## config.mk

```make
export PLATFORM = sky130hd
export DESIGN_NAME = matrix_multiply
export DESIGN_NICKNAME = d
export VERILOG_FILES = /design/src/hw/rtl/mm_pkg.sv /design/src/hw/rtl/mm_ctrl.sv /design/src/hw/rtl/mm_dp.sv /design/src/hw/rtl/matrix_multiply.sv
export SDC_FILE = /design/constraint.sdc
export NUM_CORES = 2
export LEC_CHECK = 0
export ABC_CLOCK_PERIOD_IN_PS = 18310
export BUFFER_PORTS_ARGS = -buffer_cell sky130_fd_sc_hd__buf_2
export CAP_MARGIN = 10
export CORE_ASPECT_RATIO = 1.4
export CORE_UTILIZATION = 55
export DETAILED_ROUTE_END_ITERATION = 16
export GPL_ROUTABILITY_DRIVEN = 1
export PLACE_DENSITY = 0.71
export SLEW_MARGIN = 40
export SYNTH_ARGS = -nofsm -noshare
export SYNTH_HDL_FRONTEND = slang
export SYNTH_HIERARCHICAL = 1
export SYNTH_SLANG_ARGS = --single-unit
```

## constraint.sdc

```tcl
create_clock -name i_clk -period 18.31 [get_ports i_clk]
set_input_delay 1.831 -clock i_clk [delete_from_list [all_inputs] [get_ports i_clk]]
set_output_delay 1.831 -clock i_clk [all_outputs]
set_load 0.05 [all_outputs]
```

## src/hw/rtl/mm_pkg.sv

```systemverilog
`timescale 1ns / 1ps
// ----------------------------------------------------------------------------
// mm_pkg
// Shared types and constants of the matrix multiply unit.
// ----------------------------------------------------------------------------
package mm_pkg;

    localparam int MAX_DIM = 8;
    localparam int DIM_W   = 3;                 // row and column fields
    localparam int CNT_W   = DIM_W + 1;         // holds the dimension itself
    localparam int ADDR_W  = 2 * DIM_W;
    localparam int CELLS   = 1 << ADDR_W;
    localparam int VAL_W   = 16;
    localparam int PROD_W  = 2 * VAL_W;
    localparam int ACC_W   = 35;

    localparam int IN_TDATA_W  = 24;
    localparam int OUT_TDATA_W = 48;
    localparam int OP_W        = 2;
    localparam int CFG_IDX_W   = 2;
    localparam int CFG_DATA_W  = 4;

    localparam logic [OP_W-1:0] OP_WR_LEFT  = 2'd0;
    localparam logic [OP_W-1:0] OP_WR_RIGHT = 2'd1;
    localparam logic [OP_W-1:0] OP_MULTIPLY = 2'd2;

    localparam logic [CFG_IDX_W-1:0] CFG_A_ROWS    = 2'd0;
    localparam logic [CFG_IDX_W-1:0] CFG_INNER_DIM = 2'd1;
    localparam logic [CFG_IDX_W-1:0] CFG_B_COLS    = 2'd2;

    localparam logic [CNT_W-1:0] DIM_MAX = CNT_W'(MAX_DIM);

    typedef enum logic [1:0] {
        ST_IDLE,
        ST_ISSUE,
        ST_WAIT,
        ST_EMIT
    } t_state;

    typedef struct packed {
        logic             wr_en;
        logic             rd_vld;
        logic             rd_first;
        logic             rd_last;
        logic             rd_zero;
        logic [DIM_W-1:0] rd_row;
        logic [DIM_W-1:0] rd_k;
        logic [DIM_W-1:0] rd_col;
        logic             out_load;
        logic [DIM_W-1:0] out_row;
        logic [DIM_W-1:0] out_col;
        logic             out_last;
    } t_cmd;

    typedef struct packed {
        logic [CNT_W-1:0] m_eff;
        logic [CNT_W-1:0] n_eff;
        logic [CNT_W-1:0] p_eff;
        logic             acc_done;
        logic             out_free;
    } t_status;

    function automatic logic [CNT_W-1:0] sat_dim(input logic [CFG_DATA_W-1:0] v);
        logic [CNT_W-1:0] x;
        x = CNT_W'(v);
        return (x > DIM_MAX) ? DIM_MAX : x;
    endfunction

endpackage

```

## src/hw/rtl/mm_ctrl.sv

```systemverilog
`timescale 1ns / 1ps
// ----------------------------------------------------------------------------
// mm_ctrl
// Sequencer: accepts requests, walks rows, columns and the inner index,
// and hands finished elements to the output register.
// ----------------------------------------------------------------------------
module mm_ctrl (
    input  logic                   i_clk,
    input  logic                   i_rst_n,
    input  logic                   i_req_valid,
    input  logic [mm_pkg::OP_W-1:0] i_req_op,
    output logic                   o_req_ready,
    input  mm_pkg::t_status        i_status,
    output mm_pkg::t_cmd           o_cmd
);
    import mm_pkg::*;

    t_state           r_state, n_state;
    logic [DIM_W-1:0] r_row, n_row;
    logic [DIM_W-1:0] r_col, n_col;
    logic [DIM_W-1:0] r_k, n_k;

    logic [CNT_W-1:0] k_cnt;
    logic             k_last;
    logic             row_last;
    logic             col_last;
    logic             empty;

    assign k_cnt    = (i_status.n_eff == '0) ? CNT_W'(1) : i_status.n_eff;
    assign k_last   = (CNT_W'(r_k) + CNT_W'(1)) >= k_cnt;
    assign row_last = (CNT_W'(r_row) + CNT_W'(1)) == i_status.m_eff;
    assign col_last = (CNT_W'(r_col) + CNT_W'(1)) == i_status.p_eff;
    assign empty    = (i_status.m_eff == '0) || (i_status.p_eff == '0);

    always_ff @(posedge i_clk) begin
        if (!i_rst_n) begin
            r_state <= ST_IDLE;
            r_row   <= '0;
            r_col   <= '0;
            r_k     <= '0;
        end else begin
            r_state <= n_state;
            r_row   <= n_row;
            r_col   <= n_col;
            r_k     <= n_k;
        end
    end

    always_comb begin
        n_state     = r_state;
        n_row       = r_row;
        n_col       = r_col;
        n_k         = r_k;
        o_req_ready = 1'b0;
        o_cmd       = '0;
        o_cmd.rd_row   = r_row;
        o_cmd.rd_col   = r_col;
        o_cmd.rd_k     = r_k;
        o_cmd.rd_first = (r_k == '0);
        o_cmd.rd_last  = k_last;
        o_cmd.rd_zero  = (i_status.n_eff == '0);
        o_cmd.out_row  = r_row;
        o_cmd.out_col  = r_col;
        o_cmd.out_last = row_last && col_last;

        unique case (r_state)
            ST_IDLE: begin
                o_req_ready = 1'b1;
                o_cmd.wr_en = i_req_valid;
                if (i_req_valid && (i_req_op == OP_MULTIPLY) && !empty) begin
                    n_row   = '0;
                    n_col   = '0;
                    n_k     = '0;
                    n_state = ST_ISSUE;
                end
            end
            ST_ISSUE: begin
                o_cmd.rd_vld = 1'b1;
                if (k_last) begin
                    n_k     = '0;
                    n_state = ST_WAIT;
                end else begin
                    n_k = r_k + DIM_W'(1);
                end
            end
            ST_WAIT: begin
                if (i_status.acc_done) begin
                    n_state = ST_EMIT;
                end
            end
            ST_EMIT: begin
                if (i_status.out_free) begin
                    o_cmd.out_load = 1'b1;
                    if (row_last && col_last) begin
                        n_state = ST_IDLE;
                    end else if (col_last) begin
                        n_col   = '0;
                        n_row   = r_row + DIM_W'(1);
                        n_state = ST_ISSUE;
                    end else begin
                        n_col   = r_col + DIM_W'(1);
                        n_state = ST_ISSUE;
                    end
                end
            end
            default: begin
                n_state = ST_IDLE;
            end
        endcase
    end

endmodule

```

## src/hw/rtl/mm_dp.sv

```systemverilog
`timescale 1ns / 1ps
// ----------------------------------------------------------------------------
// mm_dp
// Datapath: dimension registers, element stores, pipelined multiply
// accumulate and the result register.
// ----------------------------------------------------------------------------
module mm_dp (
    input  logic                          i_clk,
    input  logic                          i_rst_n,
    input  logic                          i_cfg_we,
    input  logic [mm_pkg::CFG_IDX_W-1:0]  i_cfg_index,
    input  logic [mm_pkg::CFG_DATA_W-1:0] i_cfg_data,
    input  logic [mm_pkg::OP_W-1:0]       i_op,
    input  logic [mm_pkg::DIM_W-1:0]      i_row,
    input  logic [mm_pkg::DIM_W-1:0]      i_col,
    input  logic signed [mm_pkg::VAL_W-1:0] i_value,
    input  mm_pkg::t_cmd                  i_cmd,
    output mm_pkg::t_status               o_status,
    input  logic                          i_out_ready,
    output logic                          o_out_valid,
    output logic [mm_pkg::DIM_W-1:0]      o_out_row,
    output logic [mm_pkg::DIM_W-1:0]      o_out_col,
    output logic signed [mm_pkg::ACC_W-1:0] o_out_product,
    output logic                          o_out_last
);
    import mm_pkg::*;

    logic [CFG_DATA_W-1:0] r_a_rows;
    logic [CFG_DATA_W-1:0] r_inner_dim;
    logic [CFG_DATA_W-1:0] r_b_cols;
    logic [CNT_W-1:0]      m_eff, n_eff, p_eff;

    logic signed [VAL_W-1:0] r_left  [CELLS];
    logic signed [VAL_W-1:0] r_right [CELLS];

    logic signed [VAL_W-1:0]  r_a_q, r_b_q;
    logic                     r_s1_vld, r_s1_first, r_s1_last, r_s1_zero;
    logic signed [PROD_W-1:0] r_prod;
    logic signed [PROD_W-1:0] prod_raw;
    logic                     r_s2_vld, r_s2_first, r_s2_last;
    logic signed [ACC_W-1:0]  r_acc, n_acc;
    logic                     r_acc_done;

    logic                     r_out_vld;
    logic [DIM_W-1:0]         r_out_row, r_out_col;
    logic signed [ACC_W-1:0]  r_out_prod;
    logic                     r_out_last;

    logic                     wr_left, wr_right;
    logic [ADDR_W-1:0]        wr_addr;
    logic signed [ACC_W-1:0]  prod_ext;

    assign m_eff = sat_dim(r_a_rows);
    assign n_eff = sat_dim(r_inner_dim);
    assign p_eff = sat_dim(r_b_cols);

    // config registers
    always_ff @(posedge i_clk) begin
        if (!i_rst_n) begin
            r_a_rows    <= CFG_DATA_W'(MAX_DIM);
            r_inner_dim <= CFG_DATA_W'(MAX_DIM);
            r_b_cols    <= CFG_DATA_W'(MAX_DIM);
        end else if (i_cfg_we) begin
            unique case (i_cfg_index)
                CFG_A_ROWS:    r_a_rows    <= i_cfg_data;
                CFG_INNER_DIM: r_inner_dim <= i_cfg_data;
                CFG_B_COLS:    r_b_cols    <= i_cfg_data;
                default: ;
            endcase
        end
    end

    // element stores
    assign wr_addr  = {i_row, i_col};
    assign wr_left  = i_cmd.wr_en && (i_op == OP_WR_LEFT)
                      && (CNT_W'(i_row) < m_eff) && (CNT_W'(i_col) < n_eff);
    assign wr_right = i_cmd.wr_en && (i_op == OP_WR_RIGHT)
                      && (CNT_W'(i_row) < n_eff) && (CNT_W'(i_col) < p_eff);

    always_ff @(posedge i_clk) begin
        if (wr_left) begin
            r_left[wr_addr] <= i_value;
        end
        if (wr_right) begin
            r_right[wr_addr] <= i_value;
        end
        r_a_q <= r_left[{i_cmd.rd_row, i_cmd.rd_k}];
        r_b_q <= r_right[{i_cmd.rd_k, i_cmd.rd_col}];
    end

    // multiply stage
    assign prod_raw = r_a_q * r_b_q;

    always_ff @(posedge i_clk) begin
        r_prod <= r_s1_zero ? '0 : prod_raw;
        r_s1_first <= i_cmd.rd_first;
        r_s1_last  <= i_cmd.rd_last;
        r_s1_zero  <= i_cmd.rd_zero;
        r_s2_first <= r_s1_first;
        r_s2_last  <= r_s1_last;
    end

    assign prod_ext = {{(ACC_W-PROD_W){r_prod[PROD_W-1]}}, r_prod};
    assign n_acc    = r_s2_first ? prod_ext : r_acc + prod_ext;

    always_ff @(posedge i_clk) begin
        if (!i_rst_n) begin
            r_s1_vld   <= 1'b0;
            r_s2_vld   <= 1'b0;
            r_acc      <= '0;
            r_acc_done <= 1'b0;
        end else begin
            r_s1_vld   <= i_cmd.rd_vld;
            r_s2_vld   <= r_s1_vld;
            r_acc_done <= r_s2_vld && r_s2_last;
            if (r_s2_vld) begin
                r_acc <= n_acc;
            end
        end
    end

    // result register
    always_ff @(posedge i_clk) begin
        if (!i_rst_n) begin
            r_out_vld <= 1'b0;
        end else if (i_cmd.out_load) begin
            r_out_vld <= 1'b1;
        end else if (i_out_ready) begin
            r_out_vld <= 1'b0;
        end
    end

    always_ff @(posedge i_clk) begin
        if (i_cmd.out_load) begin
            r_out_row  <= i_cmd.out_row;
            r_out_col  <= i_cmd.out_col;
            r_out_prod <= r_acc;
            r_out_last <= i_cmd.out_last;
        end
    end

    assign o_status.m_eff    = m_eff;
    assign o_status.n_eff    = n_eff;
    assign o_status.p_eff    = p_eff;
    assign o_status.acc_done = r_acc_done;
    assign o_status.out_free = !r_out_vld || i_out_ready;

    assign o_out_valid   = r_out_vld;
    assign o_out_row     = r_out_row;
    assign o_out_col     = r_out_col;
    assign o_out_product = r_out_prod;
    assign o_out_last    = r_out_last;

endmodule

```

## src/hw/rtl/matrix_multiply.sv

```systemverilog
`timescale 1ns / 1ps
// ----------------------------------------------------------------------------
// matrix_multiply
// Dense product C = A x B of signed Q8.8 matrices up to 8 x 8, exact Q19.16.
// ----------------------------------------------------------------------------
// usage
//   s_axis request: tuser = opcode (write A, write B, multiply), tdata holds
//   row, column and value. writes are accepted back to back while idle and
//   are dropped when outside the configured dimensions.
//   a multiply request streams every element of C on m_axis in row-major
//   order, tlast on the final one; s_axis_tready stays low until the last
//   element is in the result register.
//   per element, one shared multiply-accumulate reads one A and one B entry
//   per cycle over inner_dim, through store read, multiply, accumulate and
//   handoff stages; the next element is issued only after the previous one
//   is loaded into the result register.
//   cfg channel writes a_rows, inner_dim, b_cols (values above 8 act as 8),
//   always ready; write it only while idle.
//   reset: dimensions return to 8, no result pending; store contents are
//   undefined until written.
//   a stalled receiver holds the result register; the unit computes the next
//   element meanwhile and waits to hand it over.
// ----------------------------------------------------------------------------
module matrix_multiply (
    input  logic                             i_clk,
    input  logic                             i_rst_n,
    input  logic                             i_cfg_valid,
    output logic                             o_cfg_ready,
    input  logic [mm_pkg::CFG_IDX_W-1:0]     i_cfg_index,
    input  logic [mm_pkg::CFG_DATA_W-1:0]    i_cfg_data,
    input  logic                             s_axis_tvalid,
    output logic                             s_axis_tready,
    input  logic [mm_pkg::IN_TDATA_W-1:0]    s_axis_tdata,   // row, col, value, pad
    input  logic [mm_pkg::OP_W-1:0]          s_axis_tuser,   // opcode
    output logic                             m_axis_tvalid,
    input  logic                             m_axis_tready,
    output logic [mm_pkg::OUT_TDATA_W-1:0]   m_axis_tdata,   // out_row, out_col, product, pad
    output logic                             m_axis_tlast
);
    import mm_pkg::*;

    t_cmd                    cmd;
    t_status                 status;
    logic [DIM_W-1:0]        out_row, out_col;
    logic signed [ACC_W-1:0] out_prod;

    assign o_cfg_ready = 1'b1;

    mm_ctrl u_ctrl (
        .i_clk       (i_clk),
        .i_rst_n     (i_rst_n),
        .i_req_valid (s_axis_tvalid),
        .i_req_op    (s_axis_tuser),
        .o_req_ready (s_axis_tready),
        .i_status    (status),
        .o_cmd       (cmd)
    );

    mm_dp u_dp (
        .i_clk         (i_clk),
        .i_rst_n       (i_rst_n),
        .i_cfg_we      (i_cfg_valid),
        .i_cfg_index   (i_cfg_index),
        .i_cfg_data    (i_cfg_data),
        .i_op          (s_axis_tuser),
        .i_row         (s_axis_tdata[DIM_W-1:0]),
        .i_col         (s_axis_tdata[2*DIM_W-1:DIM_W]),
        .i_value       (s_axis_tdata[2*DIM_W+VAL_W-1:2*DIM_W]),
        .i_cmd         (cmd),
        .o_status      (status),
        .i_out_ready   (m_axis_tready),
        .o_out_valid   (m_axis_tvalid),
        .o_out_row     (out_row),
        .o_out_col     (out_col),
        .o_out_product (out_prod),
        .o_out_last    (m_axis_tlast)
    );

    assign m_axis_tdata = {(OUT_TDATA_W-2*DIM_W-ACC_W)'(0), out_prod, out_col, out_row};

`ifndef SYNTHESIS
    a_load_free: assert property (@(posedge i_clk) disable iff (!i_rst_n)
        cmd.out_load |-> status.out_free)
        else $error("result register overwritten while pending");

    a_done_busy: assert property (@(posedge i_clk) disable iff (!i_rst_n)
        status.acc_done |-> !s_axis_tready)
        else $error("accumulation finished while idle");

    a_issue_range: assert property (@(posedge i_clk) disable iff (!i_rst_n)
        cmd.rd_vld |-> (({1'b0, cmd.rd_row} < status.m_eff)
                        && ({1'b0, cmd.rd_col} < status.p_eff)))
        else $error("store read outside result dimensions");
`endif

endmodule

```

Yosys cells after proc, flatten, opt, wreduce, memory -nomap -nowiden
Memory sizes are Yosys's and may differ from the RTL's. A register that Yosys moved wholly into a read port is not among the register bits. Index checks and enable logic that the tools add are counted. Widths: inputs -> output; s select.

Latch bits: 0. Output and inout bits: 52. Bits in read-only memories: 0. Bits of input ports: 37. Bits in registers: 141. Bits in writable memories: 2048. Memories: 2.

Memory list: u_dp.r_left (depth 64, bits a word 16, read ports 1, clocked after memory_dff 1, write ports 1, RTL line mm_dp.sv:33) `logic signed [VAL_W-1:0] r_left [CELLS];`; u_dp.r_right (depth 64, bits a word 16, read ports 1, clocked after memory_dff 1, write ports 1, RTL line mm_dp.sv:34) `logic signed [VAL_W-1:0] r_right [CELLS];`.

Multiply operators: 1. Equality and inequality tests: 15. Reductions and logical operators: 31. Shifts and indexed selects: 0. Magnitude comparators: 8. $add $sub $neg: 7. Bitwise operators: 0. Divide/modulo/power cells: 0. Mux-type cells: 33.

Operators with widths (count): $add 35x32->35 (1); $mux 35 (1); $mul 16x16->32 (1); $mux 3 (8); $pmux 3 s2 (3); $lt 3x4->1 (4); $mux 4 (4); $add 3x1->4 const B (3); $gt 4x4->1 const B (3); $logic_not 4->1 (3); $mux 1 (12); $logic_and 1x1->1 (10); $add 3x1->3 const B (3); $eq 2x2->1 const B (4); $eq 4x4->1 (2); $mux 2 (4); $ne 2x1->1 const B (4); $pmux 2 s4 (1); $reduce_and 2->1 (4); $reduce_and 4->1 (2); $eq 2x1->1 const B (3); $logic_not 2->1 (3); $reduce_bool 2->1 (3); $reduce_and 5->1 (1); 5 further kinds (8).

Depth between registers and ports, before layout
Word-level depth: 8. Depth in mapped cells: 25. Depth with buffers taken out: 24.

Modules after synthesis
Netlist, hierarchy kept.

Modules (own cells, without submodules): mm_dp (area each 94524.4 um^2, cells each 4790, instances 1); mm_ctrl (area each 1021.0 um^2, cells each 126, instances 1); matrix_multiply (area each 67.6 um^2, cells each 10, instances 1).

Least setup slack after synthesis
OpenSTA, ideal clock, no wires.

Path type: flip-flop to flip-flop. From: reg u_dp.r_a_q[15] (read register of u_dp.r_left). To: reg u_dp.r_prod[30]. Stages on the path, launching flop included: 21. Slack: 12.505 ns. Required time: 18.182 ns. Clock period less this slack: 5.805 ns. Arrival: 5.677 ns. Cell sequence: dfxtp_1 clkbuf_1 nand2_1 inv_1 fa_1 inv_1 fa_1 fa_1 fa_1 fa_1 fa_1 inv_1 ha_1 nand3_1 or3_1 o221a_2 a211oi_1 nor2_1 o21a_1 xor2_1 nor2_1.

Longest elaborated chain between the ends: 1.

Ends and longest elaborated chain: from (decl) (RTL line mm_dp.sv:36) `logic signed [VAL_W-1:0] r_a_q, r_b_q;`; $mul 16x16->32 (RTL line mm_dp.sv:92) `assign prod_raw = r_a_q * r_b_q;`; to (signal assigned) (RTL line mm_dp.sv:95) `r_prod <= r_s1_zero ? '0 : prod_raw;`; to (decl) (RTL line mm_dp.sv:38) `logic signed [PROD_W-1:0] r_prod;`.

No other way between the ends. A chain may end at the register's enable or synchronous reset.

Worst setup path in the final report
From: reg u_dp.r_b_q[1] (read register of u_dp.r_right). To: reg u_dp.r_prod[30].

Longest elaborated chain between the ends: 1.

Ends and longest elaborated chain (RTL line): from (decl) (mm_dp.sv:36); $mul 16x16->32 (mm_dp.sv:92).

No other way between the ends.

==> run_results.csv <==
group,metric,value,unit
worst_setup_path,crit_arrival,7.40,ns
sta,finClkSkew,0.0329,ns
sta,setup_tns,0,ns
worst_setup_path,crit_slowest_cell,"dfxtp_1",
routing,ant_nets,0,
worst_setup_path,critPathLaunch,"u_dp/r_b_q[1]",
power,power_leakage,34.8,nW
cts,clk_pin_slew,0.07,ns
sta,slew_headroom,0.401,
cts,root_buffer,"clkbuf_16",
worst_setup_path,path_common_cell,"fa_1",
worst_setup_path,path_class,"reg -> reg",
worst_setup_path,crit_required,19.01,ns
yosys,yosys.cell_types.count,72,
routing,routed_wl,213000,µm
cells_and_area,design_area,106000,µm²
yosys,synth_area_leader_cell,"edfxtp_1",
global_routing,overflow,0,
sta,worst_pin_slew,0.896,ns
cells_and_area,area_growth,10.8,%
yosys,ys.flop_type,"edfxtp_1",
cells_and_area,nets,5569,
yosys,netlist_instances,4926,
yosys,synth_area_leaders,"edfxtp_1 (66%), mux4_2 (16%), fa_1 (5.5%)",
yosys,synth_edf_count,2090,
worst_setup_path,path_max_fanout,16,
worst_setup_path,cp_cell_sequence,"nand2_1, inv_1, fa_1, inv_1, fa_1, fa_1, fa_1, fa_1, fa_1, inv_1, ha_1, nand3_1, or3_1, nor2b_1, nand4_1, a211oi_1, nor2_1, o21a_1, xor2_1, nor2_1",
cts,h-tree-depth,4,
cts,insertion_delay,0.85,ns
sta,rsz0062_at_grt,"no",
global_routing,gr-usage-all-layers,0.247,
power,power_density,162,nW/µm²
cts,clock_sinks,2221,
yosys,synth_area,95600,µm²
sta,min_period,6.69,ns
die,die_y,495,µm
worst_setup_path,crit_cells,20,
global_routing,grt_max_degree,114,
cells_and_area,multi_input_area,28100,µm²
global_routing,grt_pass1_wl,316000,µm
yosys,yosysWarnings,6,
die,die-width,354,µm
worst_setup_path,r2r_setup_slack,11.62,ns
worst_setup_path,worst-path-buf-inv,3,
worst_setup_path,crit_path_end_kind,"flip-flop",
place,place.gp.congestion,0.850,
sta,fmax,149,MHz
cts,tritoncts,"built",
die,num_rows,180,
routing,vias,46829,
run_status,status,"completed",
cells_and_area,drive_gt1_frac,0.239,
cells_and_area,layout_commonest_cell,"edfxtp_1",
worst_setup_path,crit_family,"adder cells",
cts,post_cts_resized,0,
die,initial_core_util,0.555,
worst_setup_path,reg2reg_from,"u_dp/r_b_q[1]",
routing,via_per_inst,6.18,
yosys,synth_seq_cells,2221,
yosys,yosysSeqAreaShare,0.684,
place,dp_hpwl,133000,µm
global_routing,grt_pass1_vias,48789,
worst_setup_path,cp-endpoint,"u_dp/r_prod[30]",
power,ir_drop,0.354,mV
cells_and_area,layout_common_cells,"edfxtp_1 (2090), mux4_2 (672), inv_1 (328)",
routing,drt_first_pass_iters,6,
cells_and_area,regArea,65400,µm²
cts,cts_buffers,192,
cts,post-cts-setup-buffer-count,0,
cells_and_area,nFillCells,11904,
yosys,synth-async-reset-ratio,0,
global_routing,antenna_found_initial,11,
place,placed_cell_area,99500,µm²
yosys,yosysTopAreaCellShare,0.656,
routing,drc,0,
routing,drtIter0Drc,4940,
worst_setup_path,cpPeakStageDelay,0.86,ns
sta,maxSlewViolCount,0,
die,ioPinCount,89,
worst_setup_path,reg2reg_depth,20,
cts,cts_buffer_depth,3,
worst_setup_path,start_kind,"flip-flop",
min_path,hold_path_class,"reg -> reg",
sta,hold_violations,0,
sta,setup_violations,0,
die,die-area,176000,µm²
cts,holdBufCountCts,0,
job,cap_violations,0,
die,core,172000,µm²
routing,wl_per_cell,28.1,µm
place,port_buffers,78,
sta,finalCritPeriodShare,0.366,
min_path,worstHoldStart,"u_dp/r_s1_first",
yosys,avgSynthCellArea,19.4,µm²
worst_setup_path,timing.rr.end,"u_dp/r_prod[30]",
==> routing by layer <==
layer,vias to the layer above,wire length [µm],GRT usage
li1,19659,-,-
met2,1814,112000,0.436
met4,0,6780,0.0821
met1,25026,79400,0.318
met3,330,14100,0.0332
met5,-,0,0
==> registers in the layout, summed over array words and instances, names as in the netlist, 4 cells and up <==
signal              flops
u_dp/r_left          1024
u_dp/r_a_q             16
u_dp/o_out_product     35
u_dp/r_b_q             16
u_dp/r_inner_dim        4
u_dp/r_b_cols           4
u_dp/r_a_rows           4
u_dp/r_acc             35
u_dp/r_prod            32
u_dp/r_right         1024
==> synth_stat cells, drive strengths merged, types with 6 or more instances <==
master  count
a211oi     12
a21o       27
a21oi      78
a31oi      13
and2      123
and3       10
buf       111
clkbuf    131
dfxtp     131
edfxtp   2090
fa        263
ha        136
inv       330
mux2i      22
mux4      672
nand2     219
nand2b     25
nand3      17
nand3b      6
nand4      11
nor2      222
nor2b      17
nor3       12
o211ai     19
o21a       10
o21ai      68
o21bai      9
o31ai       6
xnor2      42
xor2       22
==> per-stage QoR <==
step	setup WS [ns]	total power, mW	hold slack [ns]	cells	util
finish	11.62	17.2	0.328	7579	0.615
global route	11.30	18.4	0.341	7574	0.615
CTS	11.62	17.3	0.331	7567	0.614
detailed placement	11.64	13.3	0.314	7213	0.578
global placement	11.68	13.1	0.313	7203	0.576
floorplan	12.50	11.3	0.310	4932	-
==> how the worst min path moves through the flow <==
| stage | slack, ns | to | cells after the start |
|---|---|---|---|
| floorplan | 0.31 | u_dp/r_s2_first | 0 |
| global placement | 0.31 | u_dp/r_s2_first | 0 |
| detailed placement | 0.31 | u_dp/r_s2_first | 0 |
| CTS | 0.33 | u_dp/r_s2_first | 0 |
| global route | 0.34 | u_dp/r_s2_first | 0 |
| finish | 0.33 | u_dp/r_s2_first | 0 |
==> cells by family (layout without fill, tap and decap cells) <==
family / Yosys count / count (layout) / synth area share
XOR/XNOR: 64 / 64 / 0.00586
multiplexers: 695 / 695 / 0.161
buffers and inverters: 572 / 933 / 0.0240
flip-flops: 2221 / 2221 / 0.684
AO/OA/AOI/OAI: 282 / 282 / 0.0189
other: 2 / 19 / 0.0000785
adder cells (fa/ha/maj): 399 / 399 / 0.0729
AND/OR/NAND/NOR: 691 / 691 / 0.0337
==> area by class of cell <==
cell class	instances	area share
Antenna cell	11	0.000260
Clock inverter	130	0.0125
Inverter	330	0.0117
Clock buffer	224	0.0471
Sequential cell	2221	0.617
Timing Repair Buffer	249	0.0189
Tap cell	2275	0.0269
Multi-Input combinational cell	2139	0.265
==> power by group <==
group / switching [mW] / internal [mW]
combinational: 4.33 / 2.99
sequential: 0.0970 / 5.73
clock: 1.81 / 2.25
total: 6.24 / 11.0
==> worst register-to-register path: cells and delay by family, from the launching register on <==
kind            cells  cell delay (ns)
fa+ha+maj           7             3.31
simple gates        7             1.38
flops               1             0.86
compound gates      2             0.55
buf+inv             3             0.34
xor+xnor            1             0.15
Note: power is estimated with default switching activity, not from simulation.
